File: config.mk
export PLATFORM = sky130hd
export DESIGN_NAME = gb5_window
export DESIGN_NICKNAME = d
export VERILOG_FILES = /design/src/rtl/gb5_pkg.sv /design/src/rtl/gb5_window.sv
export SDC_FILE = /design/constraint.sdc
export NUM_CORES = 1
export LEC_CHECK = 0
export BUFFER_PORTS_ARGS = -buffer_cell sky130_fd_sc_hd__buf_2
export CORE_AREA = 4 4 382 384
export CTS_CLUSTER_DIAMETER = 150
export DETAILED_ROUTE_END_ITERATION = 6
export DIE_AREA = 0 0 386 388
export PLACE_DENSITY_LB_ADDON = 0.12
export SKIP_CTS_REPAIR_TIMING = 1
export SLEW_MARGIN = 10
export SYNTH_ARGS = -nofsm -noshare
export SYNTH_HDL_FRONTEND = slang
export SYNTH_SLANG_ARGS = --single-unit
export TNS_END_PERCENT = 1
File: constraint.sdc
create_clock -name clk -period 119.4 [get_ports clk]
set_clock_uncertainty 0.2 [all_clocks]
set_input_delay 23.88 -clock clk [delete_from_list [all_inputs] [get_ports clk]]
set_output_delay 23.88 -clock clk [all_outputs]
set_load 0.005 [all_outputs]
File: src/rtl/gb5_pkg.sv
// shared types, constants and sizes for the 5x5 gaussian blur stream unit
// no dependencies; imported by every rtl module of the block but gb5_ram
package gb5_pkg;

  localparam int MAX_WIDTH   = 1024;
  localparam int LANES       = 4;
  localparam int SAMPLE_BITS = 8;

  localparam int COL_W      = (MAX_WIDTH > 1) ? $clog2(MAX_WIDTH) : 1;
  localparam int PIX_W      = LANES * SAMPLE_BITS;
  localparam int PORT_LANES = 4;
  localparam int LINE_STORES = 4;

  localparam int WIDTH_REG_W  = 11;
  localparam int HEIGHT_REG_W = 16;
  localparam int CHAN_REG_W   = 3;
  localparam int CFG_IDX_W    = 2;
  localparam int CFG_DATA_W   = 16;
  localparam int ROW_CNT_W    = 17;

  localparam logic [WIDTH_REG_W-1:0]  WIDTH_RST    = WIDTH_REG_W'(1024);
  localparam logic [HEIGHT_REG_W-1:0] HEIGHT_RST   = HEIGHT_REG_W'(480);
  localparam logic [CHAN_REG_W-1:0]   CHANNELS_RST = CHAN_REG_W'(3);

  localparam int WIN   = 5;
  localparam int SEL_W = 3;
  localparam logic [SEL_W-1:0] SEL_PIX = 3'd4;

  // kernel weights by ring position
  localparam int K_CORNER = 1;
  localparam int K_SIDE   = 4;
  localparam int K_RIM    = 7;
  localparam int K_INNER  = 16;
  localparam int K_CROSS  = 26;
  localparam int K_CENTER = 41;

  localparam int SUM_W       = 17;
  localparam int ROUND_BIAS  = 136;
  localparam int RECIP       = 122911;   // ceil(2^25 / 273)
  localparam int RECIP_SHIFT = 25;
  localparam int RECIP_W     = 17;
  localparam int PROD_W      = SUM_W + RECIP_W;

  localparam int FIFO_DEPTH = 16;
  localparam int FIFO_AW    = $clog2(FIFO_DEPTH);
  localparam int CREDIT_W   = $clog2(FIFO_DEPTH + 1);

  typedef enum logic [CFG_IDX_W-1:0] {
    CFG_WIDTH    = 2'd0,
    CFG_HEIGHT   = 2'd1,
    CFG_CHANNELS = 2'd2
  } cfg_idx_t;

  typedef enum logic [1:0] {
    WOP_FILL,
    WOP_SHIFT,
    WOP_DUP
  } wop_t;

  typedef logic [PIX_W-1:0] pix_t;
  typedef logic [WIN-1:0][WIN-1:0][PIX_W-1:0] win_t;              // [column][row]
  typedef logic [WIN-1:0][WIN-1:0][SAMPLE_BITS-1:0] lwin_t;       // [column][row]

  typedef struct packed {
    logic [WIDTH_REG_W-1:0]  width;
    logic [HEIGHT_REG_W-1:0] height;
    logic [CHAN_REG_W-1:0]   channels;
  } cfg_t;

  typedef struct packed {
    logic [COL_W-1:0] col;
    wop_t             wop;
    logic             wr;
    logic             emit;
    logic             last;
    logic             eof;
  } op_t;

  typedef struct packed {
    op_t [2:0]                 ops;
    logic [1:0]                last_idx;
    logic [WIN-1:0][SEL_W-1:0] sel;
    logic [1:0]                wslot;
    pix_t                      pix;
  } plan_t;

  typedef struct packed {
    logic [COL_W-1:0]       addr;
    logic [LINE_STORES-1:0] we;
    pix_t                   wdata;
  } mem_req_t;

  typedef struct packed {
    logic                      valid;
    wop_t                      wop;
    logic                      emit;
    logic                      last;
    logic                      eof;
    logic [WIN-1:0][SEL_W-1:0] sel;
    pix_t                      pix;
  } wcmd_t;

  typedef struct packed {
    logic valid;
    logic last;
    logic eof;
  } tag_t;

  typedef struct packed {
    logic [PORT_LANES-1:0][SAMPLE_BITS-1:0] blur;
    logic                                   last;
    logic                                   eof;
  } res_t;

endpackage

File: src/rtl/gb5_window.sv
// 5x5 pixel window: builds a column from the line stores and shifts it in
// depends on gb5_pkg
module gb5_window import gb5_pkg::*; (
  input  logic                   clk,
  input  logic                   rst_n,
  input  wcmd_t                  wcmd,
  input  pix_t [LINE_STORES-1:0] store_q,
  output win_t                   win,
  output tag_t                   tag
);

  win_t                 win_r, win_nxt;
  tag_t                 tag_r, tag_nxt;
  logic [WIN-1:0][PIX_W-1:0] col_v;

  always_comb begin
    for (int a = 0; a < WIN; a++) begin
      if (wcmd.sel[a] == SEL_PIX) begin
        col_v[a] = wcmd.pix;
      end else begin
        col_v[a] = store_q[wcmd.sel[a][1:0]];
      end
    end
  end

  always_comb begin
    win_nxt = win_r;
    if (wcmd.valid) begin
      case (wcmd.wop)
        WOP_FILL: begin
          for (int b = 0; b < WIN; b++) begin
            win_nxt[b] = col_v;
          end
        end
        WOP_SHIFT: begin
          for (int b = 0; b < WIN - 1; b++) begin
            win_nxt[b] = win_r[b+1];
          end
          win_nxt[WIN-1] = col_v;
        end
        WOP_DUP: begin
          for (int b = 0; b < WIN - 1; b++) begin
            win_nxt[b] = win_r[b+1];
          end
          win_nxt[WIN-1] = win_r[WIN-1];
        end
        default: win_nxt = win_r;
      endcase
    end
    tag_nxt.valid = wcmd.valid && wcmd.emit;
    tag_nxt.last  = wcmd.last;
    tag_nxt.eof   = wcmd.eof;
  end

  always_ff @(posedge clk) begin
    if (!rst_n) begin
      tag_r.valid <= 1'b0;
    end else begin
      tag_r.valid <= tag_nxt.valid;
    end
  end

  always_ff @(posedge clk) begin
    win_r      <= win_nxt;
    tag_r.last <= tag_nxt.last;
    tag_r.eof  <= tag_nxt.eof;
  end

  assign win = win_r;
  assign tag = tag_r;

endmodule

# [After elaboration in Yosys (flattened, before gate mapping)]
# Index checks and enable logic that the tools add are counted.
[totals] reg_bits=803 in_bits=183 output_inout_bits=803 wordCells=63
[op_classes] magnitude_cmp=5 eq_ne=7 n_mux=16 bitwise=1 reduce_logical=6
[ops] cell="$pmux W800 S3" n=1
[ops] cell="$bmux W32 S2" n=5
[ops] cell="$mux W32" n=10
[ops] cell="$eq A3 B3 Y1 const B" n=5
[ops] cell="$lt A2 B3 Y1 const B" n=5
[ops] cell="$reduce_and A3 Y1" n=1
[ops] cell="$reduce_bool A3 Y1" n=1
[ops] cell="$eq A2 B1 Y1 const B" n=1
[ops] cell="$eq A2 B2 Y1 const B" n=1
[ops] cell="$logic_not A2 Y1" n=1
[ops] cell="$reduce_and A2 Y1" n=1
[ops] cell="$reduce_bool A2 Y1" n=1
[ops] cell="$logic_and A1 B1 Y1" n=1
[ops] cell="$not A1 Y1" n=1

# [Longest topological paths before layout]
[logic_depth] ltp_word=4 depth_mapped=9 ltp_nobuf=5

# [Least setup slack after synthesis]
# No wires, ideal clock.
[synth_path] kind="in2reg" start="input port wcmd[50] (netlist bit)" end="register win_r (netlist bit win[0]) (enable)" setup_time_ns=1.731 t_arrival_ns=52.074 required_time_ns=117.469 path_slack_ns=65.395 path_stages=2 n_path_buf=0 cell_sequence="ha_1 > nor2b_1"
[synth_via] elab_chain_cells=3 word_cells_on_any_way=5 classes_between="eq/ne (2); reduce/logical (3)"
[synth_rtl] item="start, declared" line="gb5_window.sv:6" rtl="input wcmd_t wcmd,"
[synth_rtl] item="$eq A2 B2 Y1, or another cell as far along" line="gb5_window.sv:29" rtl="case (wcmd.wop)"
[synth_rtl] item="$reduce_bool A3 Y1 (no line) *"
[synth_rtl] item="$reduce_and A2 Y1 (no line) *"
[synth_rtl] item="end signal, assigned" line="gb5_window.sv:64" rtl="win_r <= win_nxt;"
[synth_rtl] item="end, declared" line="gb5_window.sv:12" rtl="win_t win_r, win_nxt;"
# Mark *: on every way between the ends. The rest lies on a longest branch, timed or not.
# A chain may end at the register's enable or synchronous reset.

# [Worst setup path in the final report]
[layout_path] start="input port wcmd[50] (netlist bit)" end="register win_r (netlist bit win[62]) (data pin)"
[layout_via] elab_chain_cells=2 word_cells_on_any_way=4 classes_between="eq/ne (2); mux (1); reduce/logical (1)"
[layout_rtl] item="$eq A2 B2 Y1, or another cell as far along" line="gb5_window.sv:29"
[layout_rtl] item="$pmux W800 S3 *" line="gb5_window.sv:29"
# Mark *: on every way between the ends. The rest lies on a longest branch, timed or not. The select of a mux whose other input is x is not followed.

==> flow_summary.toml <==
[clock_tree]
htree_levels = 3
path_clk_slew_ps = 60
cts_tree = "done"
root_buffer = "clkbuf_16"
clock_sinks = 803
cts_buffer_depth = 3
cts_buffers = 99
insertion_delay_ps = 730

[pwr]
power.density_mw_per_mm2 = 16.4
finalPower_mw = 0.802
p_leak_nw = 19.3
irDropWorstVdd_mv = 0.0118

[yosys]
synth_fp_nets = 3618
avgSynthCellArea_um2 = 11.4
yosysUniqueCellTypes = 39
synth_warnings = 0
ys_ff_latch = 803
syn_inst = 3431
netlist_area_mm2 = 0.0391
yosysSeqAreaShare = 0.616

[route]
wl_per_cell_um = 34.2
drt_wl_total_um = 216000
dr.pass1.iters = 6
drc = 0
drt_iter0_drc = 3465
vias = 33800
via_per_inst = 5.35
antenna_left = 0

[min_path]
hp-start = "win[184]$_DFFE_PP_"
hold_path.class = "flip-flop to flip-flop"

[global_routing]
antenna_found_initial = 55
grt_first_pass_wirelength_um = 285000
gr-total-overflow = 0
grt_max_degree = 215
grt_use_total = 0.276
grt_pass1_vias = 31300

[floorplan]
die_w_um = 386
ios = 986
row_count = 139
dieArea_mm2 = 0.150
dieHeight_um = 388
core-area_mm2 = 0.143
start_util = 0.274

[finish]
final_cells = 6309
seq_area_mm2 = 0.0241
drive_above_1_share = 0.285
multi_input_area_mm2 = 0.0138
fin_nets = 4491
layout_commonest_cell = "buf_2"
fillers = 14600
syn_to_final_growth_pct = 24.8
mostFrequentLayoutCells = "buf_2 (979), nand2_1 (815), edfxtp_1 (800)"

[sta]
tns_ps = 0
setup_ws_ps = 90690
slew_viol_final = 0
fmaxAchievable_ghz = 0.0348
post-route-min-period_ps = 28710
rsz0062_at_grt = "false"
hold_viol = 0
slew-limit-headroom = 0.202
worst_pin_slew_ps = 1190
finalSetupViolCount = 0
fin_crit_sh = 0.240
hold_slack_ps = 332

[critical_path]
critPathKind = "input pin to flip-flop"
cp-start-kind = "input pin"
crit_arrival_ps = 29090
crit_fanout = 201
crit_path_end_kind = "flip-flop"
r2r_start = "win[799]$_DFFE_PP_"
startpoint = "wcmd[50]"
worst_ep_required_time_ps = 119780

[placement]
place_inst = 6106
preCtsSetupSlack_ps = 90030
routabilityCongestion = 0.857
portBuffers = 985
dpl.hpwl_um = 161000

[job]
cap_violations = 0

[run_status]
status = "complete, no violations"
==> state kept, by name (all words and copies together), names as in the netlist <==
signal and flops:
win 800, tag 3
==> layout make-up <==
| cell class | count | share of cell area |
|---|---|---|
| multi-input cells | 2344 | 0.282 |
| diodes | 20 | 0.00102 |
| repair buffers | 1025 | 0.109 |
| inverters | 31 | 0.00238 |
| flip-flops and latches | 803 | 0.493 |
| well taps | 1903 | 0.0488 |
| clock inverters | 50 | 0.0103 |
| clock buffers | 133 | 0.0536 |
==> critical path, cell delays in order <==
cell and delay, ps:
buf_2 110, inv_1 90, ha_4 650, o21a_4 570, buf_4 750, buf_12 550, buf_4 790, buf_4 820
nand2_1 150, nand3_1 130
==> stage by stage <==
stage,area (um2),utilization
detailed placement,45700,0.320
global route,48800,0.342
CTS,48800,0.342
floorplan,39100,-
global placement,45700,0.320
finish,48800,0.342
==> synthesized netlist by cell type (all sizes together) <==
cell type,n,area share
or3,1,0.00016
nand2b,28,0.0045
nor4b,5,0.0028
o211ai,55,0.011
a221o,111,0.028
a22o,61,0.014
clkbuf,119,0.012
inv,29,0.0028
o21a,1,0.00019
o21ai,286,0.037
nor2b,6,0.00096
nor2,81,0.0080
nand2,815,0.078
a22oi,1,0.00019
a21oi,149,0.019
mux2,57,0.016
nor4,2,0.00032
edfxtp,800,0.61
o2111ai,1,0.00022
clkinv,2,0.00019
buf,134,0.019
and3,1,0.00016
nor3b,59,0.012
dfxtp,3,0.0015
ha,4,0.0013
and2,1,0.00016
or3b,60,0.013
nand3,357,0.046
mux4,19,0.011
a32oi,1,0.00022
mux2i,182,0.047
==> where the power goes <==
group,internal [mW],leakage [nW],switching [mW]
logic,0.0440,10.1,0.0966
registers,0.347,7.70,0.0155
clock network,0.169,1.50,0.130
total,0.560,19.3,0.242
==> final timing paths <==
| check | endpoint | slack (ps) | cells past startpoint |
|---|---|---|---|
| max reg2reg | win[639]$_DFFE_PP_ | 118100 | 2 |
| min reg2reg | win[24]$_DFFE_PP_ | 330 | 2 |
| max | win[62]$_DFFE_PP_ | 90690 | 10 |
| min | win[24]$_DFFE_PP_ | 330 | 2 |
==> routing by layer <==
| metal | wire, um | vias up | GRT usage |
|---|---|---|---|
| met5 | 156 | - | 0 |
| met4 | 6700 | 24 | 0.0817 |
| met3 | 16400 | 315 | 0.0623 |
| met2 | 104000 | 1608 | 0.457 |
| met1 | 89200 | 17300 | 0.361 |
| li1 | - | 14600 | - |
==> kinds of logic (layout without fill, tap and decap cells) <==
group | count (synthesis) | in the layout | share of synthesized area
compound gates | 666 | 666 | 0.109
simple gates | 1416 | 1416 | 0.166
buf+inv | 284 | 1239 | 0.0340
flops | 803 | 803 | 0.616
mux | 258 | 258 | 0.0739
other cells | 0 | 20 | 0
fa+ha+maj | 4 | 4 | 0.00128
Power figures use the tool's default switching activity.
