File: src/rtl/gb5_pkg.sv
// shared types, constants and sizes for the 5x5 gaussian blur stream unit
// no dependencies; imported by every rtl module of the block but gb5_ram
package gb5_pkg;

  localparam int MAX_WIDTH   = 1024;
  localparam int LANES       = 4;
  localparam int SAMPLE_BITS = 8;

  localparam int COL_W      = (MAX_WIDTH > 1) ? $clog2(MAX_WIDTH) : 1;
  localparam int PIX_W      = LANES * SAMPLE_BITS;
  localparam int PORT_LANES = 4;
  localparam int LINE_STORES = 4;

  localparam int WIDTH_REG_W  = 11;
  localparam int HEIGHT_REG_W = 16;
  localparam int CHAN_REG_W   = 3;
  localparam int CFG_IDX_W    = 2;
  localparam int CFG_DATA_W   = 16;
  localparam int ROW_CNT_W    = 17;

  localparam logic [WIDTH_REG_W-1:0]  WIDTH_RST    = WIDTH_REG_W'(1024);
  localparam logic [HEIGHT_REG_W-1:0] HEIGHT_RST   = HEIGHT_REG_W'(480);
  localparam logic [CHAN_REG_W-1:0]   CHANNELS_RST = CHAN_REG_W'(3);

  localparam int WIN   = 5;
  localparam int SEL_W = 3;
  localparam logic [SEL_W-1:0] SEL_PIX = 3'd4;

  // kernel weights by ring position
  localparam int K_CORNER = 1;
  localparam int K_SIDE   = 4;
  localparam int K_RIM    = 7;
  localparam int K_INNER  = 16;
  localparam int K_CROSS  = 26;
  localparam int K_CENTER = 41;

  localparam int SUM_W       = 17;
  localparam int ROUND_BIAS  = 136;
  localparam int RECIP       = 122911;   // ceil(2^25 / 273)
  localparam int RECIP_SHIFT = 25;
  localparam int RECIP_W     = 17;
  localparam int PROD_W      = SUM_W + RECIP_W;

  localparam int FIFO_DEPTH = 16;
  localparam int FIFO_AW    = $clog2(FIFO_DEPTH);
  localparam int CREDIT_W   = $clog2(FIFO_DEPTH + 1);

  typedef enum logic [CFG_IDX_W-1:0] {
    CFG_WIDTH    = 2'd0,
    CFG_HEIGHT   = 2'd1,
    CFG_CHANNELS = 2'd2
  } cfg_idx_t;

  typedef enum logic [1:0] {
    WOP_FILL,
    WOP_SHIFT,
    WOP_DUP
  } wop_t;

  typedef logic [PIX_W-1:0] pix_t;
  typedef logic [WIN-1:0][WIN-1:0][PIX_W-1:0] win_t;              // [column][row]
  typedef logic [WIN-1:0][WIN-1:0][SAMPLE_BITS-1:0] lwin_t;       // [column][row]

  typedef struct packed {
    logic [WIDTH_REG_W-1:0]  width;
    logic [HEIGHT_REG_W-1:0] height;
    logic [CHAN_REG_W-1:0]   channels;
  } cfg_t;

  typedef struct packed {
    logic [COL_W-1:0] col;
    wop_t             wop;
    logic             wr;
    logic             emit;
    logic             last;
    logic             eof;
  } op_t;

  typedef struct packed {
    op_t [2:0]                 ops;
    logic [1:0]                last_idx;
    logic [WIN-1:0][SEL_W-1:0] sel;
    logic [1:0]                wslot;
    pix_t                      pix;
  } plan_t;

  typedef struct packed {
    logic [COL_W-1:0]       addr;
    logic [LINE_STORES-1:0] we;
    pix_t                   wdata;
  } mem_req_t;

  typedef struct packed {
    logic                      valid;
    wop_t                      wop;
    logic                      emit;
    logic                      last;
    logic                      eof;
    logic [WIN-1:0][SEL_W-1:0] sel;
    pix_t                      pix;
  } wcmd_t;

  typedef struct packed {
    logic valid;
    logic last;
    logic eof;
  } tag_t;

  typedef struct packed {
    logic [PORT_LANES-1:0][SAMPLE_BITS-1:0] blur;
    logic                                   last;
    logic                                   eof;
  } res_t;

endpackage

File: src/rtl/gb5_lane.sv
// one channel lane: ring sums, weighted sum with rounding bias, divide by 273
// depends on gb5_pkg
module gb5_lane import gb5_pkg::*; (
  input  logic                   clk,
  input  lwin_t                  lwin,
  output logic [SAMPLE_BITS-1:0] blur
);

  logic [9:0]             g1_r, g7_r, g16_r, g26_r;
  logic [10:0]            g4_r;
  logic [SAMPLE_BITS-1:0] g41_r;
  logic [SUM_W-1:0]       sum_r, sum_nxt;
  logic [PROD_W-1:0]      prod;
  logic [PROD_W-RECIP_SHIFT-1:0] quo;
  logic [SAMPLE_BITS-1:0] blur_r, blur_nxt;

  // stage a: pixels that share a weight
  always_ff @(posedge clk) begin
    g1_r  <= 10'(lwin[0][0]) + 10'(lwin[0][4]) + 10'(lwin[4][0]) + 10'(lwin[4][4]);
    g4_r  <= 11'(lwin[0][1]) + 11'(lwin[0][3]) + 11'(lwin[1][0]) + 11'(lwin[3][0])
           + 11'(lwin[4][1]) + 11'(lwin[4][3]) + 11'(lwin[1][4]) + 11'(lwin[3][4]);
    g7_r  <= 10'(lwin[0][2]) + 10'(lwin[2][0]) + 10'(lwin[4][2]) + 10'(lwin[2][4]);
    g16_r <= 10'(lwin[1][1]) + 10'(lwin[1][3]) + 10'(lwin[3][1]) + 10'(lwin[3][3]);
    g26_r <= 10'(lwin[1][2]) + 10'(lwin[2][1]) + 10'(lwin[3][2]) + 10'(lwin[2][3]);
    g41_r <= lwin[2][2];
  end

  // stage b: weighted sum plus half of 273
  always_comb begin
    sum_nxt = SUM_W'(32'(g1_r) * K_CORNER) + SUM_W'(32'(g4_r) * K_SIDE)
            + SUM_W'(32'(g7_r) * K_RIM) + SUM_W'(32'(g16_r) * K_INNER)
            + SUM_W'(32'(g26_r) * K_CROSS) + SUM_W'(32'(g41_r) * K_CENTER)
            + SUM_W'(ROUND_BIAS);
  end

  // stage c: reciprocal multiply, exact over the sum range
  always_comb begin
    prod = PROD_W'(sum_r) * PROD_W'(RECIP);
    quo  = prod[PROD_W-1:RECIP_SHIFT];
    if (quo > (PROD_W-RECIP_SHIFT)'(255)) begin
      blur_nxt = SAMPLE_BITS'(255);
    end else begin
      blur_nxt = quo[SAMPLE_BITS-1:0];
    end
  end

  always_ff @(posedge clk) begin
    sum_r  <= sum_nxt;
    blur_r <= blur_nxt;
  end

  assign blur = blur_r;

endmodule

File: config.mk
export PLATFORM = sky130hd
export DESIGN_NAME = gb5_lane
export DESIGN_NICKNAME = d
export VERILOG_FILES = /design/src/rtl/gb5_pkg.sv /design/src/rtl/gb5_lane.sv
export SDC_FILE = /design/constraint.sdc
export NUM_CORES = 1
export LEC_CHECK = 0
export ABC_AREA = 0
export BUFFER_PORTS_ARGS = -buffer_cell sky130_fd_sc_hd__buf_2
export CORE_MARGIN = 10
export CORE_UTILIZATION = 60
export DETAILED_ROUTE_END_ITERATION = 10
export PLACE_DENSITY = 0.8
export SLEW_MARGIN = 20
export SYNTH_ARGS = -nofsm -noshare
export SYNTH_HDL_FRONTEND = slang
export SYNTH_SLANG_ARGS = --single-unit
File: constraint.sdc
create_clock -name clk -period 8.75 [get_ports clk]
set_input_delay 1.75 -clock clk [delete_from_list [all_inputs] [get_ports clk]]
set_output_delay 1.75 -clock clk [all_outputs]
set_load 0.01 [all_outputs]
[Word level (Yosys, flattened, before mapping)]
Cells that the tools add are included.
Word-level totals
  word-level logic and storage cells: 38
  register bits after elaboration: 84
  input port bits: 201
  output and inout bits: 8
Operators by class
  $mul: 4
  add/sub/neg operators: 25
  magnitude comparators: 1
Operators by type and width (number)
  adder 9 x 8 -> 10 bit: 5
  adder 8 x 8 -> 9 bit: 5
  adder 11 x 8 -> 11 bit: 4
  adder 10 x 8 -> 10 bit: 4
  multiplier 17 x 17 -> 34 bit (second input constant): 1
  adder 16 x 15 -> 17 bit: 1
  adder 17 x 14 -> 17 bit: 1
  adder 17 x 8 -> 17 bit (second input constant): 1
  adder 15 x 14 -> 16 bit: 1
  adder 14 x 13 -> 15 bit: 1
  adder 10 x 13 -> 14 bit: 1
  multiplier 10 x 4 -> 14 bit (second input constant): 1
  multiplier 8 x 6 -> 14 bit (second input constant): 1
  multiplier 10 x 3 -> 13 bit (second input constant): 1
  adder 10 x 8 -> 11 bit: 1
  > comparator 9 x 8 -> 1 bit (second input constant): 1

[Logic depth before layout (Yosys ltp)]
Gate-level depths: netlist of the first run.
  word-level depth: 7
  gate-level depth with buffers: 26
  mapped depth without buffers: 26

[Worst setup path after synthesis of the first run]
Ideal clock, no wire load.
  path type: register to register
  start: register g26_r[1]
  end: register sum_r[16]
  clock period less this slack: 6.173 ns
  path buffers: 0
  arrival time: 6.055 ns
  data required time: 8.632 ns
  cell stages (with the launch flop): 26
  library setup time: 0.118 ns
  path slack: 2.577 ns
  cell sequence: dfxtp_1 -> ha_1 -> fa_1 -> ha_1 -> a21o_1 -> a21oi_1 -> o21bai_1 -> a21oi_1 -> o21ai_0 -> xnor2_1 -> fa_1 -> inv_1 -> ha_1 -> ha_1 -> inv_1 -> fa_1 -> inv_1 -> fa_1 -> ha_1 -> ha_1 -> and3_1 -> nand3_1 -> and3_1 -> o41ai_1 -> a21oi_1 -> xnor2_1
Between the ends
  cells in the longest elaborated chain, start to end: 4
Ends and longest elaborated chain
  from (decl): line gb5_lane.sv:9  | logic [9:0] g1_r, g7_r, g16_r, g26_r;
  from (signal assigned): line gb5_lane.sv:24  | g26_r <= 10'(lwin[1][2]) + 10'(lwin[2][1]) + 10'(lwin[3][2]) + 10'(lwin[2][3]);
  multiplier 10 x 4 -> 14 bit: line gb5_lane.sv:32  | + SUM_W'(32'(g26_r) * K_CROSS) + SUM_W'(32'(g41_r) * K_CENTER)
  adder 16 x 15 -> 17 bit: line gb5_lane.sv:32
  adder 17 x 14 -> 17 bit: line gb5_lane.sv:32
  adder 17 x 8 -> 17 bit: line gb5_lane.sv:33  | + SUM_W'(ROUND_BIAS);
  net sum_nxt[16]: line gb5_lane.sv:12  | logic [SUM_W-1:0] sum_r, sum_nxt;
  to (signal assigned): line gb5_lane.sv:48  | sum_r <= sum_nxt;
  to (decl): line gb5_lane.sv:12
The timed path passes the listed nets, and every way through them passes these cells.
A chain may end at the register's enable or synchronous reset.

[Worst setup path after layout of the first run]
Ends and elaborated chain as after synthesis.

==> run summary, run 1 <==
Outcome - complete, no violations
R2R setup slack - 2.04 ns
Distinct cells, synth - 41
Setup CP Type - reg -> reg
Warnings, synthesis - 0
Clock tree sinks - 84
Critical path peak fanout - 6
WP buf/inv - 3
Fin crit share - 0.7663
Post-Syn Area per Cell - 11.10 um^2
Register area share after synthesis - 0.1294
Hold Crit Class - reg -> reg
FF-to-FF End - sum_r[16]
Fmax - 149.1 MHz
Via density - 5.069
Die area - 0.02795 mm^2
Slew HR - 0.6538
WL/cell - 15.84 um
DRT antenna net count - 0
Pre-antenna DRT Iters - 4
Post-synth ARST share - 0
Syn_nets - 1893
Reg clk slew, reported paths - 0.06 ns
Post-synth top cells - inv_1, ha_1, fa_1
Routed wire length - 26450 um
# port buffers - 208
Tmin final - 6.705 ns
RSZ-0062 raised after global routing - no
Total track usage - 0.1979
Hold slack - 0.4578 ns
Crit. End Element - flop
Iter 0 DRT Violations - 249
Synth area leader - fa_1
Final core utilization - 0.6944
Slew @ Worst Pin - 0.5186 ns
Crit path launch type - flop
Top-count cell post-synth - inv_1
Routability-driven placement congestion ratio - 0.8828
Hold-fix buffers at CTS - 0
Worst Path Required - 8.99 ns
Vias post-DR - 8465
Initial antenna violation count - 2
Starting Density - 0.6145
Clock skew - 0.01181 ns
Depth of the CTS H-tree - 3
First-pass GRT wire length - 45690 um
Syn Std Cell Area - 0.01300 mm^2
Vias in the first global route - 9921
Final setup vio count - 0
Latest clock arrival within the worst-skew pair - 0.35 ns
Die Ht - 167.2 um
Post-CTS Resized - 0
Num CTS Buffers - 9
Largest net degree at the start of global routing - 14
HP Start - g1_r[0]
Final hold violations - 0
Clock Tree Root - clkbuf_16
Filler instances - 1555
Post-Layout Cell Count - 1670
Reg-to-Reg Start - g26_r[1]
Hold path depth - 1
Max-cap violations - 0
CP max stage cell - fa_1
Fin nets - 2112
Post-synth top area share - 0.3958
Largest cells by area after synthesis - fa_1, ha_1, dfxtp_1
FF+latch count, synth - 84
Placed Cells incl. Taps - 1654
Area Growth Syn to Fin - 13.00%
Setup bufs post-CTS - 0
Crit path DAT - 6.94 ns
Largest stage delay on the critical path - 0.52 ns
# IOs - 209
R2R cell count - 25
Share of cells above drive strength 1 - 0.1628
Residual DRC - 0
Number of synthesized flops with an enable pin - 0
Hpwl dp - 24680 um
Cells after Synth - 1171
Final slew viol count - 0
Setup_tns - 0 ns
CP top delay family - adder cells
Synth Flop Type - dfxtp_1
Rows - 53
Die width - 167.2 um
Core footprint - 0.02115 mm^2
Most frequent cell on the critical path - ha_1
Grt total ovfl - 0
CTS tree - built
Hold worst-path end - sum_r[0]
Clk buf depth - 2
[routing by layer]
| layer | wire (um) | GRT usage | up-vias |
|---|---|---|---|
| met5 | 13 | 0 | - |
| met4 | 553 | 0.05375 | 2 |
| met3 | 968 | 0.03511 | 42 |
| met2 | 14200 | 0.3625 | 157 |
| met1 | 10720 | 0.2323 | 4150 |
| li1 | - | - | 4114 |
[cell type report]
type / count / area, um^2 / area share
Inverter: 304 / 1141 / 0.07768
Tap cell: 275 / 344.1 / 0.02342
Clock inverter: 3 / 46.29 / 0.003151
Antenna cell: 1 / 2.502 / 0.0001703
Multi-Input combinational cell: 783 / 10180 / 0.6928
Clock buffer: 12 / 256.5 / 0.01746
Timing Repair Buffer: 208 / 1041 / 0.07086
Sequential cell: 84 / 1682 / 0.1145
[worst max path at each step]
stage | from | to | slack [ns] | depth (start not counted)
floorplan | g26_r[1] | sum_r[16] | 2.58 | 25
global placement | g26_r[1] | sum_r[16] | 2.27 | 25
detailed placement | g26_r[1] | sum_r[16] | 2.06 | 25
CTS | g26_r[1] | sum_r[16] | 2.00 | 25
global route | g26_r[1] | sum_r[16] | 1.64 | 24
finish | g26_r[1] | sum_r[16] | 2.04 | 25
[state kept, by name, indices dropped and copies added (netlist names)]
signal and flops:
sum_r 17, g4_r 11, g16_r 10, g1_r 10, g26_r 10, g7_r 10
blur 8, g41_r 8
[worst register-to-register path, stage by stage, from the launching register on]
cell	delay (ns)
dfxtp_1	0.34
ha_1	0.32
fa_1	0.52
ha_1	0.31
a21o_1	0.17
a21oi_1	0.22
o21bai_1	0.09
a21oi_1	0.25
o21ai_0	0.20
xnor2_1	0.19
fa_1	0.50
inv_1	0.05
ha_1	0.30
ha_1	0.28
inv_1	0.04
fa_1	0.49
inv_1	0.06
fa_1	0.47
ha_1	0.32
ha_1	0.39
and3_1	0.18
nand3_1	0.10
and3_1	0.19
o41ai_1	0.34
a21oi_1	0.13
xnor2_1	0.13
[stage by stage]
stage	instance area [um^2]	setup WS, ns
2_1_floorplan	13000	2.577
3_3_place_gp	14390	2.271
3_5_place_dp	14390	2.061
4_1_cts	14690	2.001
5_1_grt	14690	1.641
6_report	14690	2.045
[kinds of logic after synthesis]
group,synth area share
xor gates and xnor gates,0.04312
and+or+nand+nor,0.02724
AOI/OAI and AO/OA,0.06189
muxes,0.0007700
buffers and inverters,0.08778
DFF,0.1294
adders and majority gates,0.6499
[cell usage in the layout (no fill, tap or decap), types with 6 or more instances in the layout]
cell type and instances:
nor2_1 19, buf_2 208, nor3_1 6, a21oi_1 48, a21o_1 23, nand2_1 11, ha_1 264, o21bai_1 13
dfxtp_1 84, clkbuf_16 9, and3_1 6, xor2_1 17, nand2b_1 9, fa_1 257, xnor2_1 47, inv_1 304
o21ai_0 22
Power of run 1 is left out: the tool's default activity adds up to more than one toggle a clock period on the data nets, which glitch-free logic cannot reach.
==> run 2, diff against run 1 <==
--- a/config.mk
+++ b/config.mk
@@ -8,9 +8,9 @@
 export ABC_AREA = 0
 export BUFFER_PORTS_ARGS = -buffer_cell sky130_fd_sc_hd__buf_2
 export CORE_MARGIN = 10
-export CORE_UTILIZATION = 60
+export CORE_UTILIZATION = 54
 export DETAILED_ROUTE_END_ITERATION = 10
-export PLACE_DENSITY = 0.8
+export PLACE_DENSITY = 0.76
 export SLEW_MARGIN = 20
 export SYNTH_ARGS = -nofsm -noshare
 export SYNTH_HDL_FRONTEND = slang
==> constraint.sdc (replaced) <==
create_clock -name clk -period 5.53 [get_ports clk]
set_input_delay 1.106 -clock clk [delete_from_list [all_inputs] [get_ports clk]]
set_output_delay 1.106 -clock clk [all_outputs]
set_load 0.01 [all_outputs]
==> run 2 against run 1 <==
The run now ends with negative setup slack left. Core utilization shrank 3.3 points. Non-clock buffer count increased by 48. Via count increased by 1.6%. Global-route usage is 1.9 points lower. Die area grew 9.8%. Critical path depth unchanged. Fmax grew 12%. Routed wire length is 0.91% higher. Design area grew 6.3%. Worst setup slack got worse by 2.5 ns. Largest cell class unchanged.
==> run summary, run 2 (same netlist as run 1, synthesis figures left out) <==
Fin crit share - 1.086 (+0.3196)
Final setup vio count - 4 (+4)
Via density - 4.877 (-3.8%)
Slew @ Worst Pin - 0.5261 ns (+0.007444 ns)
Depth of the CTS H-tree - 3 (unchanged)
Grt total ovfl - 0 (unchanged)
Total track usage - 0.1785 (-0.01941)
Starting Density - 0.5506 (-0.06399)
Vias in the first global route - 9847 (-0.75%)
Latest clock arrival within the worst-skew pair - 0.36 ns (about the same)
Final WS setup - -0.4750 ns (-2.520 ns)
Dpl ws - -0.4657 ns (-2.527 ns)
Share of cells above drive strength 1 - 0.2398 (+0.07694)
RSZ-0062 raised after global routing - yes
Routed wire length - 26690 um (+0.91%)
Clock Tree Root - clkbuf_16
Outcome - finished, violations left
Critical path peak fanout - 3 (-3)
Hold slack - 0.4621 ns (+0.004367 ns)
Pre-antenna DRT Iters - 4 (unchanged)
Slew HR - 0.6488 (-0.004969)
Die area - 0.03068 mm^2 (+9.8%)
CP top delay family - adder cells
Placed Cells incl. Taps - 1737 (+5.0%)
# port buffers - 208 (unchanged)
Clk buf depth - 2 (unchanged)
WL/cell - 15.14 um (-4.4%)
Die width - 175.2 um (+4.8%)
Biggest register - sum_r
Area Growth Syn to Fin - 20.13%
Failing checks - negative setup slack
Largest net degree at the start of global routing - 16 (+2)
Max-cap violations - 0 (unchanged)
Setup CP Type - reg -> reg
First-pass GRT wire length - 44730 um (-2.1%)
Fin nets - 2160 (+2.3%)
Largest stage delay on the critical path - 0.51 ns (about the same)
Rows - 56 (+5.7%)
Num CTS Buffers - 9 (unchanged)
Most frequent cells in the layout - inv_1, fa_1, ha_1
Iter 0 DRT Violations - 215 (-14%)
Routability-driven placement congestion ratio - 0.8693 (-1.5%)
CTS tree - built
Top flop regs - sum_r (17), g4_r (11)
Final core utilization - 0.6614 (-0.03304)
Fmax - 166.5 MHz (+12%)
Reg clk slew, reported paths - 0.06 ns (about the same)
Final slew viol count - 0 (unchanged)
DRT antenna net count - 0 (unchanged)
Crit path launch type - flop
Final hold violations - 0 (unchanged)
Largest register FFs - 17 (unchanged)
Core footprint - 0.02361 mm^2 (+12%)
Hpwl dp - 24350 um (-1.3%)
Crit path DAT - 6.24 ns (-0.70 ns)
Worst Path Required - 5.77 ns (-3.22 ns)
Clock tree sinks - 84 (unchanged)
Most frequent cell on the critical path - fa_1
Tmin final - 6.005 ns (-0.7002 ns)
Post-Layout Cell Count - 1763 (+5.6%)
Crit. End Element - flop
Vias post-DR - 8599 (+1.6%)
Commonest non-fill, non-tap cell in the layout - inv_1
CP max stage cell - fa_1
Die Ht - 175.2 um (+4.8%)
Residual DRC - 0 (unchanged)
# IOs - 209 (unchanged)
Clock skew - 0.01151 ns (-0.0002980 ns)
Initial antenna violation count - 1 (-1)
WP buf/inv - 3 (unchanged)
Hold Crit Class - reg -> reg
==> run 2: metrics by stage <==
| step | setup TNS (ns) | cell area [um^2] |
|---|---|---|
| 6_report | -1.450 | 15620 |
| 5_1_grt | -2.692 | 15620 |
| 4_1_cts | -1.291 | 15310 |
| 3_5_place_dp | -1.359 | 14880 |
| 3_3_place_gp | -0.8782 | 14880 |
| 2_1_floorplan | -0.3450 | 13150 |
==> run 2: final cells by class <==
class,instances,area [um^2]
Multi-Input combinational cell,783,10620
Fill cell,1830,7995
Sequential cell,84,1702
Timing Repair Buffer,256,1409
Inverter,304,1141
Tap cell,319,399.1
Clock buffer,10,250.2
Clock inverter,6,92.59
Antenna cell,1,2.502
==> run 2: worst register-to-register path: cells and delay by family (launching register included) <==
| kind | cells | cell delay, ns |
|---|---|---|
| and+or+nand+nor | 3 | 0.46 |
| buffers and inverters | 3 | 0.12 |
| DFF | 1 | 0.37 |
| adders and majority gates | 10 | 3.54 |
| xor gates and xnor gates | 2 | 0.27 |
| AOI/OAI and AO/OA | 7 | 1.13 |
==> run 2: routing by layer <==
metal,share of wire,up-vias,track usage,routed length (um)
met5,0,-,0,0
met4,0.016,0,0.04557,422
met3,0.032,27,0.03018,860
met2,0.54,115,0.3175,14340
met1,0.41,4259,0.2194,11070
li1,-,4198,-,-
==> run 2: final timing paths <==
check,start,end,slack [ns],depth (start not counted)
worst max-delay path,g26_r[1],sum_r[16],-0.47,25
worst min-delay path,g1_r[0],sum_r[0],0.46,1
worst max register to register,g26_r[1],sum_r[16],-0.47,25
worst min register to register,g1_r[0],sum_r[0],0.46,1
==> run 2: timing repair <==
action | 4_1_cts | 5_1_grt
gates resized for setup | 14 | 51
hold buffers | 0 | 0
pin swaps | 8 | 34
buffers inserted | 3 | 6
endpoints found under the setup margin | 11 | 15
Power of run 2 is left out for the same reason.
