==> config.mk <==
export PLATFORM = sky130hd
export DESIGN_NAME = gb5_ctrl
export DESIGN_NICKNAME = d
export VERILOG_FILES = /design/src/rtl/gb5_pkg.sv /design/src/rtl/gb5_ctrl.sv
export SDC_FILE = /design/constraint.sdc
export NUM_CORES = 1
export LEC_CHECK = 0
export BUFFER_PORTS_ARGS = -buffer_cell sky130_fd_sc_hd__buf_2
export CAP_MARGIN = 30
export CORE_MARGIN = 5
export CORE_UTILIZATION = 45
export CTS_CLUSTER_DIAMETER = 100
export CTS_CLUSTER_SIZE = 20
export DETAILED_ROUTE_END_ITERATION = 10
export MAX_ROUTING_LAYER = met4
export PLACE_DENSITY = 0.74
export SETUP_SLACK_MARGIN = 0.1
export SLEW_MARGIN = 15
export SYNTH_ARGS = -nofsm -noshare
export SYNTH_HDL_FRONTEND = slang
export SYNTH_SLANG_ARGS = --single-unit
export TNS_END_PERCENT = 20
==> constraint.sdc <==
create_clock -name clk -period 16.3 [get_ports clk]
set_input_delay 0 -clock clk [delete_from_list [all_inputs] [get_ports clk]]
set_output_delay 0 -clock clk [all_outputs]
set_load 0.005 [all_outputs]
==> src/rtl/gb5_pkg.sv <==
// shared types, constants and sizes for the 5x5 gaussian blur stream unit
// no dependencies; imported by every rtl module of the block but gb5_ram
package gb5_pkg;

  localparam int MAX_WIDTH   = 1024;
  localparam int LANES       = 4;
  localparam int SAMPLE_BITS = 8;

  localparam int COL_W      = (MAX_WIDTH > 1) ? $clog2(MAX_WIDTH) : 1;
  localparam int PIX_W      = LANES * SAMPLE_BITS;
  localparam int PORT_LANES = 4;
  localparam int LINE_STORES = 4;

  localparam int WIDTH_REG_W  = 11;
  localparam int HEIGHT_REG_W = 16;
  localparam int CHAN_REG_W   = 3;
  localparam int CFG_IDX_W    = 2;
  localparam int CFG_DATA_W   = 16;
  localparam int ROW_CNT_W    = 17;

  localparam logic [WIDTH_REG_W-1:0]  WIDTH_RST    = WIDTH_REG_W'(1024);
  localparam logic [HEIGHT_REG_W-1:0] HEIGHT_RST   = HEIGHT_REG_W'(480);
  localparam logic [CHAN_REG_W-1:0]   CHANNELS_RST = CHAN_REG_W'(3);

  localparam int WIN   = 5;
  localparam int SEL_W = 3;
  localparam logic [SEL_W-1:0] SEL_PIX = 3'd4;

  // kernel weights by ring position
  localparam int K_CORNER = 1;
  localparam int K_SIDE   = 4;
  localparam int K_RIM    = 7;
  localparam int K_INNER  = 16;
  localparam int K_CROSS  = 26;
  localparam int K_CENTER = 41;

  localparam int SUM_W       = 17;
  localparam int ROUND_BIAS  = 136;
  localparam int RECIP       = 122911;   // ceil(2^25 / 273)
  localparam int RECIP_SHIFT = 25;
  localparam int RECIP_W     = 17;
  localparam int PROD_W      = SUM_W + RECIP_W;

  localparam int FIFO_DEPTH = 16;
  localparam int FIFO_AW    = $clog2(FIFO_DEPTH);
  localparam int CREDIT_W   = $clog2(FIFO_DEPTH + 1);

  typedef enum logic [CFG_IDX_W-1:0] {
    CFG_WIDTH    = 2'd0,
    CFG_HEIGHT   = 2'd1,
    CFG_CHANNELS = 2'd2
  } cfg_idx_t;

  typedef enum logic [1:0] {
    WOP_FILL,
    WOP_SHIFT,
    WOP_DUP
  } wop_t;

  typedef logic [PIX_W-1:0] pix_t;
  typedef logic [WIN-1:0][WIN-1:0][PIX_W-1:0] win_t;              // [column][row]
  typedef logic [WIN-1:0][WIN-1:0][SAMPLE_BITS-1:0] lwin_t;       // [column][row]

  typedef struct packed {
    logic [WIDTH_REG_W-1:0]  width;
    logic [HEIGHT_REG_W-1:0] height;
    logic [CHAN_REG_W-1:0]   channels;
  } cfg_t;

  typedef struct packed {
    logic [COL_W-1:0] col;
    wop_t             wop;
    logic             wr;
    logic             emit;
    logic             last;
    logic             eof;
  } op_t;

  typedef struct packed {
    op_t [2:0]                 ops;
    logic [1:0]                last_idx;
    logic [WIN-1:0][SEL_W-1:0] sel;
    logic [1:0]                wslot;
    pix_t                      pix;
  } plan_t;

  typedef struct packed {
    logic [COL_W-1:0]       addr;
    logic [LINE_STORES-1:0] we;
    pix_t                   wdata;
  } mem_req_t;

  typedef struct packed {
    logic                      valid;
    wop_t                      wop;
    logic                      emit;
    logic                      last;
    logic                      eof;
    logic [WIN-1:0][SEL_W-1:0] sel;
    pix_t                      pix;
  } wcmd_t;

  typedef struct packed {
    logic valid;
    logic last;
    logic eof;
  } tag_t;

  typedef struct packed {
    logic [PORT_LANES-1:0][SAMPLE_BITS-1:0] blur;
    logic                                   last;
    logic                                   eof;
  } res_t;

endpackage

==> src/rtl/gb5_ctrl.sv <==
// config registers, frame position counters, item decode and column op issue
// depends on gb5_pkg
module gb5_ctrl import gb5_pkg::*; (
  input  logic                  clk,
  input  logic                  rst_n,
  input  logic                  cfg_we,
  input  logic [CFG_IDX_W-1:0]  cfg_index,
  input  logic [CFG_DATA_W-1:0] cfg_data,
  input  logic                  in_valid,
  output logic                  in_ready,
  input  logic                  in_cmd,
  input  pix_t                  in_pix,
  input  logic                  credit_ok,
  output mem_req_t              mem_req,
  output logic                  issue_emit,
  output wcmd_t                 wcmd,
  output cfg_t                  cfg
);

  cfg_t                  cfg_r, cfg_nxt;
  logic [COL_W-1:0]      col_r, col_nxt;
  logic [COL_W-1:0]      drain_r, drain_nxt;
  logic [ROW_CNT_W-1:0]  row_r, row_nxt;
  logic                  p_valid_r, p_valid_nxt;
  plan_t                 plan_r, plan_nxt;
  logic [1:0]            idx_r, idx_nxt;
  wcmd_t                 wcmd_r, wcmd_nxt;

  logic [COL_W-1:0]      w_m1;
  logic [ROW_CNT_W-1:0]  h_eff, h_m1, row_up;
  logic [ROW_CNT_W-1:0]  rsum [WIN];
  logic [ROW_CNT_W-1:0]  drow [WIN];
  logic [WIN-1:0][SEL_W-1:0] psel, dsel;
  logic [COL_W:0]        xe;
  logic [COL_W-1:0]      dcol, c1, c2;
  logic                  pix_go, drn_go, row_ge2, col_end, drn_end, eof_hit;
  logic                  accept, load, cfg_hit;
  op_t                   op;
  logic                  issue_fire, last_op;

  // effective frame size
  always_comb begin
    if (cfg_r.width == '0) begin
      w_m1 = '0;
    end else if (32'(cfg_r.width) > 32'(MAX_WIDTH)) begin
      w_m1 = COL_W'(MAX_WIDTH - 1);
    end else begin
      w_m1 = COL_W'(cfg_r.width - 1'b1);
    end
    h_eff = (cfg_r.height == '0) ? ROW_CNT_W'(1) : ROW_CNT_W'(cfg_r.height);
    h_m1  = h_eff - ROW_CNT_W'(1);
  end

  // line store slot per window row, pixel phase and drain phase
  always_comb begin
    for (int a = 0; a < WIN; a++) begin
      rsum[a] = row_r + ROW_CNT_W'(a);
      if (rsum[a] < ROW_CNT_W'(4)) begin
        drow[a] = '0;
      end else begin
        drow[a] = rsum[a] - ROW_CNT_W'(4);
      end
      if (drow[a] > h_m1) begin
        drow[a] = h_m1;
      end
      dsel[a] = SEL_W'(drow[a][1:0]);
      if (a == WIN - 1) begin
        psel[a] = SEL_PIX;
      end else if (rsum[a] >= ROW_CNT_W'(4)) begin
        psel[a] = SEL_W'(rsum[a][1:0]);
      end else begin
        psel[a] = '0;
      end
    end
  end

  // drain column clamps
  always_comb begin
    xe   = {1'b0, drain_r} + (COL_W+1)'(2);
    dcol = (xe > {1'b0, w_m1}) ? w_m1 : xe[COL_W-1:0];
    c1   = (w_m1 == '0) ? '0 : COL_W'(1);
    c2   = (w_m1 < COL_W'(2)) ? w_m1 : COL_W'(2);
  end

  assign op         = plan_r.ops[idx_r];
  assign issue_fire = p_valid_r && credit_ok;
  assign last_op    = (idx_r == plan_r.last_idx);
  assign in_ready   = !p_valid_r || (issue_fire && last_op);
  assign accept     = in_valid && in_ready;

  // item decode
  always_comb begin
    plan_nxt = '0;
    row_ge2  = (row_r >= ROW_CNT_W'(2));
    col_end  = (col_r >= w_m1);
    drn_end  = (drain_r >= w_m1);
    eof_hit  = (row_r == h_eff + ROW_CNT_W'(1)) && (drain_r == w_m1);
    pix_go   = !in_cmd && (row_r < h_eff);
    drn_go   = in_cmd && (row_r >= h_eff) && row_ge2;
    row_up   = row_r + ROW_CNT_W'(1);
    if (pix_go) begin
      plan_nxt.sel          = psel;
      plan_nxt.pix          = in_pix;
      plan_nxt.wslot        = row_r[1:0];
      plan_nxt.ops[0].col   = col_r;
      plan_nxt.ops[0].wr    = 1'b1;
      plan_nxt.ops[0].wop   = (col_r == '0) ? WOP_FILL : WOP_SHIFT;
      plan_nxt.ops[0].emit  = row_ge2 && (col_r >= COL_W'(2));
      if (row_ge2 && col_end) begin
        // right edge replication: two more shifts of the last column
        plan_nxt.ops[1].col  = col_r;
        plan_nxt.ops[1].wop  = WOP_DUP;
        plan_nxt.ops[1].emit = (col_r >= COL_W'(1));
        plan_nxt.ops[2].col  = col_r;
        plan_nxt.ops[2].wop  = WOP_DUP;
        plan_nxt.ops[2].emit = 1'b1;
        plan_nxt.ops[2].last = 1'b1;
        plan_nxt.last_idx    = 2'd2;
      end else begin
        plan_nxt.ops[0].last = plan_nxt.ops[0].emit;
        plan_nxt.last_idx    = 2'd0;
      end
    end else if (drn_go) begin
      plan_nxt.sel = dsel;
      if (drain_r == '0) begin
        plan_nxt.ops[0].col  = '0;
        plan_nxt.ops[0].wop  = WOP_FILL;
        plan_nxt.ops[1].col  = c1;
        plan_nxt.ops[1].wop  = WOP_SHIFT;
        plan_nxt.ops[2].col  = c2;
        plan_nxt.ops[2].wop  = WOP_SHIFT;
        plan_nxt.ops[2].emit = 1'b1;
        plan_nxt.ops[2].last = 1'b1;
        plan_nxt.ops[2].eof  = eof_hit;
        plan_nxt.last_idx    = 2'd2;
      end else begin
        plan_nxt.ops[0].col  = dcol;
        plan_nxt.ops[0].wop  = WOP_SHIFT;
        plan_nxt.ops[0].emit = 1'b1;
        plan_nxt.ops[0].last = 1'b1;
        plan_nxt.ops[0].eof  = eof_hit;
        plan_nxt.last_idx    = 2'd0;
      end
    end
  end

  assign load = accept && (pix_go || drn_go);

  // config writes and frame position
  always_comb begin
    cfg_nxt   = cfg_r;
    col_nxt   = col_r;
    row_nxt   = row_r;
    drain_nxt = drain_r;
    cfg_hit   = 1'b0;
    if (cfg_we) begin
      unique case (cfg_index)
        CFG_WIDTH: begin
          cfg_nxt.width = cfg_data[WIDTH_REG_W-1:0];
          cfg_hit       = 1'b1;
        end
        CFG_HEIGHT: begin
          cfg_nxt.height = cfg_data[HEIGHT_REG_W-1:0];
          cfg_hit        = 1'b1;
        end
        CFG_CHANNELS: begin
          cfg_nxt.channels = cfg_data[CHAN_REG_W-1:0];
          cfg_hit          = 1'b1;
        end
        default: cfg_hit = 1'b0;
      endcase
    end
    if (cfg_hit) begin
      col_nxt   = '0;
      row_nxt   = '0;
      drain_nxt = '0;
    end else if (accept && pix_go) begin
      if (col_end) begin
        col_nxt = '0;
        row_nxt = row_up;
        if (row_up == h_eff && h_eff == ROW_CNT_W'(1)) begin
          row_nxt = ROW_CNT_W'(2);
        end
      end else begin
        col_nxt = col_r + COL_W'(1);
      end
    end else if (accept && drn_go) begin
      if (drn_end) begin
        drain_nxt = '0;
        row_nxt   = (row_up >= h_eff + ROW_CNT_W'(2)) ? '0 : row_up;
      end else begin
        drain_nxt = drain_r + COL_W'(1);
      end
    end
  end

  // pending item and op index
  always_comb begin
    p_valid_nxt = p_valid_r;
    idx_nxt     = idx_r;
    if (load) begin
      p_valid_nxt = 1'b1;
      idx_nxt     = '0;
    end else if (issue_fire && last_op) begin
      p_valid_nxt = 1'b0;
    end else if (issue_fire) begin
      idx_nxt = idx_r + 2'd1;
    end
  end

  always_comb begin
    wcmd_nxt       = '0;
    wcmd_nxt.valid = issue_fire;
    wcmd_nxt.wop   = op.wop;
    wcmd_nxt.emit  = op.emit;
    wcmd_nxt.last  = op.last;
    wcmd_nxt.eof   = op.eof;
    wcmd_nxt.sel   = plan_r.sel;
    wcmd_nxt.pix   = plan_r.pix;
    mem_req.addr   = op.col;
    mem_req.wdata  = plan_r.pix;
    for (int s = 0; s < LINE_STORES; s++) begin
      mem_req.we[s] = issue_fire && op.wr && (plan_r.wslot == 2'(s));
    end
  end

  assign issue_emit = issue_fire && op.emit;

  always_ff @(posedge clk) begin
    if (!rst_n) begin
      cfg_r.width    <= WIDTH_RST;
      cfg_r.height   <= HEIGHT_RST;
      cfg_r.channels <= CHANNELS_RST;
      col_r          <= '0;
      row_r          <= '0;
      drain_r        <= '0;
      p_valid_r      <= 1'b0;
      idx_r          <= '0;
      wcmd_r.valid   <= 1'b0;
    end else begin
      cfg_r        <= cfg_nxt;
      col_r        <= col_nxt;
      row_r        <= row_nxt;
      drain_r      <= drain_nxt;
      p_valid_r    <= p_valid_nxt;
      idx_r        <= idx_nxt;
      wcmd_r.valid <= wcmd_nxt.valid;
    end
  end

  always_ff @(posedge clk) begin
    if (load) begin
      plan_r <= plan_nxt;
    end
    wcmd_r.wop  <= wcmd_nxt.wop;
    wcmd_r.emit <= wcmd_nxt.emit;
    wcmd_r.last <= wcmd_nxt.last;
    wcmd_r.eof  <= wcmd_nxt.eof;
    wcmd_r.sel  <= wcmd_nxt.sel;
    wcmd_r.pix  <= wcmd_nxt.pix;
  end

  assign wcmd = wcmd_r;
  assign cfg  = cfg_r;

endmodule

After elaboration in Yosys (flattened, before gate mapping)
Index checks and enable logic that the tools add are counted.
- bits in registers: 218
- ROM bits: 0
- memory bits (writable): 0
- memories: 0
- output and inout bits: 131
- latch bits: 0
- multiplexer cells: 55
- bitwise operators: 5
- eq/ne operators: 11
- reductions and logical operators: 46
- divide/modulo/power cells: 0
- multiply operators: 0
- shifts and indexed selects: 0
- order comparisons: 26
- add/sub/neg operators: 17
- operators with widths (cell ; count):
    $mux 17 ; 12
    $mux 12 ; 8
    $gt 17x17->1 ; 5
    $lt 17x3->1 const B ; 5
    $sub 17x3->17 const B ; 5
    $ge 17x3->1 const B ; 4
    $mux 10 ; 6
    $add 17x2->17 const B ; 2
    $bmux 16 s2 ; 1
    $mux 16 ; 2
    $logic_not 10->1 ; 3
    $mux 15 ; 2
    $mux 2 ; 14
    $add 10x1->10 const B ; 2
    $ge 10x10->1 ; 2
    $mux 20 ; 1
    $logic_and 1x1->1 ; 19
    $add 16x1->17 const B ; 1
    $add 16x2->17 const B ; 1
    $add 17x1->17 const B ; 1
    $add 17x3->17 const B ; 1
    $eq 17x16->1 ; 1
    $eq 17x17->1 ; 1
    $ge 17x16->1 ; 1
    other kinds (32) ; 60

Logic depth before layout (Yosys ltp)
- word-level depth: 8
- depth in mapped cells: 21
- mapped depth without buffers: 19

Worst setup path before layout
OpenSTA, ideal clock, no wires.
- kind: register to register
- start point: register cfg_r (netlist bit cfg[10])
- end point: register plan_r (netlist bit mem_req[0]), enable pin
- cell stages (with the launch flop): 12
- required time: 15.736 ns
- setup slack: 9.240 ns
- data arrival time: 6.496 ns
- library setup time: 0.564 ns
- cells stage by stage: dfxtp_1 clkbuf_1 inv_2 and4_1 clkbuf_1 a41o_1 buf_6 ha_1 o21ai_0 and3_1 or2_1 a21oi_1
- longest elaborated chain between the ends: 7
- elaborated cells between the ends (all ways): 9
- those cells by class: order compare (2); mux (1); reduce/logical (6)
- RTL lines (what ; line ; source):
    start: declaration ; gb5_ctrl.sv:20 ; cfg_t cfg_r, cfg_nxt;
    start signal: assignment ; gb5_ctrl.sv:241 ; cfg_r <= cfg_nxt;
    $logic_not 16->1 ; gb5_ctrl.sv:50 ; h_eff = (cfg_r.height == '0) ? ROW_CNT_W'(1) : ROW_CNT_W'(cfg_r.height);
    $mux 16 * ; gb5_ctrl.sv:50 ;
    $ge 17x16->1 ; gb5_ctrl.sv:99 ; drn_go = in_cmd && (row_r >= h_eff) && row_ge2;
    $logic_and 1x1->1 (2 in series) ; gb5_ctrl.sv:99 ;
    $logic_or 1x1->1 * ; gb5_ctrl.sv:147 ; assign load = accept && (pix_go || drn_go);
    $logic_and 1x1->1 * ; gb5_ctrl.sv:147 ;
    net load ; gb5_ctrl.sv:37 ; logic accept, load, cfg_hit;
    end signal: assignment ; gb5_ctrl.sv:253 ; plan_r <= plan_nxt;
    end: declaration ; gb5_ctrl.sv:25 ; plan_t plan_r, plan_nxt;
Mark *: on every way through the listed nets, which the timed path passes. The rest lies on a longest branch.
A chain may end at the register's enable or synchronous reset.

Worst setup path after layout
- start point: register cfg_r (netlist bit cfg[6])
- end point: register plan_r[47] (netlist name) (data pin)
- longest elaborated chain between the ends: 7
- elaborated cells between the ends (all ways): 12
- those cells by class: add/sub (1); order compare (3); mux (2); bitwise (1); reduce/logical (5)
- RTL lines (what ; line):
    $logic_not 16->1 ; gb5_ctrl.sv:50
    $mux 16 * ; gb5_ctrl.sv:50
    parallel branches: the longest is 5 deep, another holds $sub 16x1->17 ; -
Every way passes the cells marked *.

==> out/results.tsv <==
metric	value	unit
number of global-route vias before repair	13760	
fin crit share	36.36	%
#FFs+latches synth	205	
commonest non-fill, non-tap cell in the layout	buf_2	
initial antenna violation count	2	
Placement Cell Area	17180	um2
setup tns final	0	ps
GRT overflow	0	
htree depth	1	
routed vias	14410	
share of layout cells above drive strength 1	13.44	%
drt total wl	47.78	mm
clock transition at the registers of the reported paths	90	ps
Initial Util	45.54	%
final setup margin	10370	ps
Core ar.	35570	um2
Fin Clk Skew	27.01	ps
Startpoint Class	flop	
Post-synth top flop	dfxtp_1	
Antenna Nets Post-Route	0	
Yosys top cell area share	15.94	%
mapped cell area	16200	um2
cts bufs inserted	15	
number of port buffers	182	
utilization after layout	51.26	%
VDD IR max	87.62	uV
Layout Nets	2259	
crit path time final	5926	ps
slew margin rel.	31.29	%
CTS root buffer	clkbuf_16	
die area	39890	um2
Synth async-reset ratio	0	%
Arr. time, crit path	6210	ps
Fmax achieved	168.7	MHz
cell count after synthesis	1871	
commonest non-fill, non-tap cells in the layout	buf_2 (182), ha_1 (181), nand2_1 (169)	
# rows	69	
dpl hpwl	36.52	mm
Iter 0 DRT Violations	1093	
Tightest Hold Check Type	input pin to flop	
Yosys cell types	87	
hold_buf cts	55	
Post-synth EDFFs	86	
largest net degree at the start of global routing	76	
CTS Buffer Depth	3	
Crit Path Max Fanout	12	
Vias/cell	5.777	
DR WL/cell	19.15	um
DP Worst Slack	10560	ps
total track usage	23.54	%
TritonCTS clock tree	yes	
# Post-CTS Setup Buffers	0	
CP Cell Sequence	nor2_1, and4_1, a41o_1, inv_4, o2111a_1, nand3_1, nor4_1, nand2b_1, xnor2_1, ha_1, a21o_1, a21oi_1, o211ai_1, o21ai_0, nand2_1, o32ai_1	
final setup violation count	0	
Fillers	3225	
status	finished clean	
DRT Pass-1 Iters	6	
final hold violation count	0	
total power	1.080	mW
Worst Max-Slew Pin Slew	1025	ps
Synth area leaders	edfxtp_1 (16%), dfxtp_1 (15%), ha_1 (14%)	
CP max stage delay	710	ps
dominant cell type by area after synthesis	edfxtp_1	
critical path type	flop to flop	
register area share after synthesis	30.65	%
CP Data Required Time	16590	ps
DRC viols	0	
Final GP Congestion	0.9588	
Die X	199.7	um
pwr dens	59.21	nW/um2
Finished Cell Area	18230	um2
max_cap viols	0	
Clk Latency, worst-skew pair	510	ps
RSZ-0062 raised after global routing	false	
Resized cells post-CTS	0	
Crit-path slowest cell	xnor2_1	
Die Span Y	199.7	um
static leakage	8.124	nW
io pins	187	
first-pass GRT wire length	73.96	mm
Area Growth Syn to Fin	12.57	%
pins over their slew limit	0	
Yosys warnings	0	
clock sinks	205	
syn avg cell area	8.657	um2
CP Capture Type	flop	
==> worst max-delay path, delay by kind of cell (launching register included) <==
family / cells / cell delay, ps
adders and majority gates: 1 / 390
DFF: 1 / 670
AOI/OAI and AO/OA: 7 / 2250
xor gates and xnor gates: 1 / 710
buffers and inverters: 1 / 310
and+or+nand+nor: 6 / 1360
==> per-stage QoR <==
| step | hold WS [ps] | cells |
|---|---|---|
| 6_report | 51.23 | 2495 |
| 5_1_grt | 54.31 | 2494 |
| 4_1_cts | 38.30 | 2489 |
| 3_5_place_dp | 263.4 | 2408 |
| 3_3_place_gp | 257.1 | 2406 |
| 2_1_floorplan | 125.1 | 1874 |
==> final timing paths <==
path | start | endpoint | slack (ps) | cells past startpoint
max | cfg[6] | plan_r[47] | 10370 | 16
min | in_cmd | drain_r[0] | 50 | 5
max reg2reg | cfg[6] | plan_r[47] | 10370 | 16
min reg2reg | plan_r[34] | wcmd[32] | 340 | 0
==> final cells by class <==
| cell class | count | area [um2] | share of cell area, % |
|---|---|---|---|
| Antenna cell | 3 | 7.507 | 0.04117 |
| Clock buffer | 22 | 421.7 | 2.313 |
| Clock inverter | 4 | 47.55 | 0.2608 |
| Inverter | 66 | 250.2 | 1.372 |
| Multi-Input combinational cell | 1469 | 10280 | 56.41 |
| Sequential cell | 205 | 4965 | 27.23 |
| Tap cell | 461 | 576.8 | 3.164 |
| Timing Repair Buffer | 265 | 1679 | 9.209 |
==> report_power, final <==
group	switching, mW	internal (mW)	total, mW
logic	0.0798	0.0573	0.137
registers	0.0122	0.551	0.564
clock network	0.193	0.186	0.379
==> layer usage <==
metal  global-route usage, %  wire length [um]  vias to the layer above  share of wire [%]
li1                        -                 -                     6984                  -
met1                   29.60             20150                     6710                 42
met2                   38.72             22130                      595                 46
met3                   4.114              3875                      125                8.1
met4                   7.472              1629                        0                3.4
met5                       -                 0                        -                  0
==> registers in the layout (all words and copies together), names as in the netlist <==
register   cells
plan_r        54
wcmd          49
mem_req       32
cfg           30
row_r         17
col_r         10
drain_r       10
idx_r          2
p_valid_r      1
==> Yosys cell counts, types with 7 or more instances <==
cell	n
a211oi_1	8
a21boi_0	16
a21o_1	49
a21oi_1	81
a31oi_1	9
and2_1	54
and3_1	20
buf_1	8
buf_2	26
buf_4	48
clkbuf_1	50
dfxtp_1	119
edfxtp_1	86
ha_1	181
inv_1	62
mux2i_1	44
nand2_1	169
nand2b_1	14
nand3_1	75
nand4_1	50
nand4b_1	7
nor2_1	153
nor2b_1	23
nor3_1	57
nor3b_1	7
nor4_1	28
o211ai_1	9
o21a_1	10
o21ai_0	65
o21ai_1	10
or2_2	9
or3_1	14
or4_1	15
xnor2_1	114
xor2_1	57
==> logic make-up after synthesis <==
family / synth area share [%]
flip-flops: 30.65
multiplexers: 2.928
adder cells (fa/ha/maj): 14.04
other: 0.02315
buffers and inverters: 6.056
AND/OR/NAND/NOR: 23.46
XOR/XNOR: 9.486
AO/OA/AOI/OAI: 13.35
(Power assumes the default switching activity.)
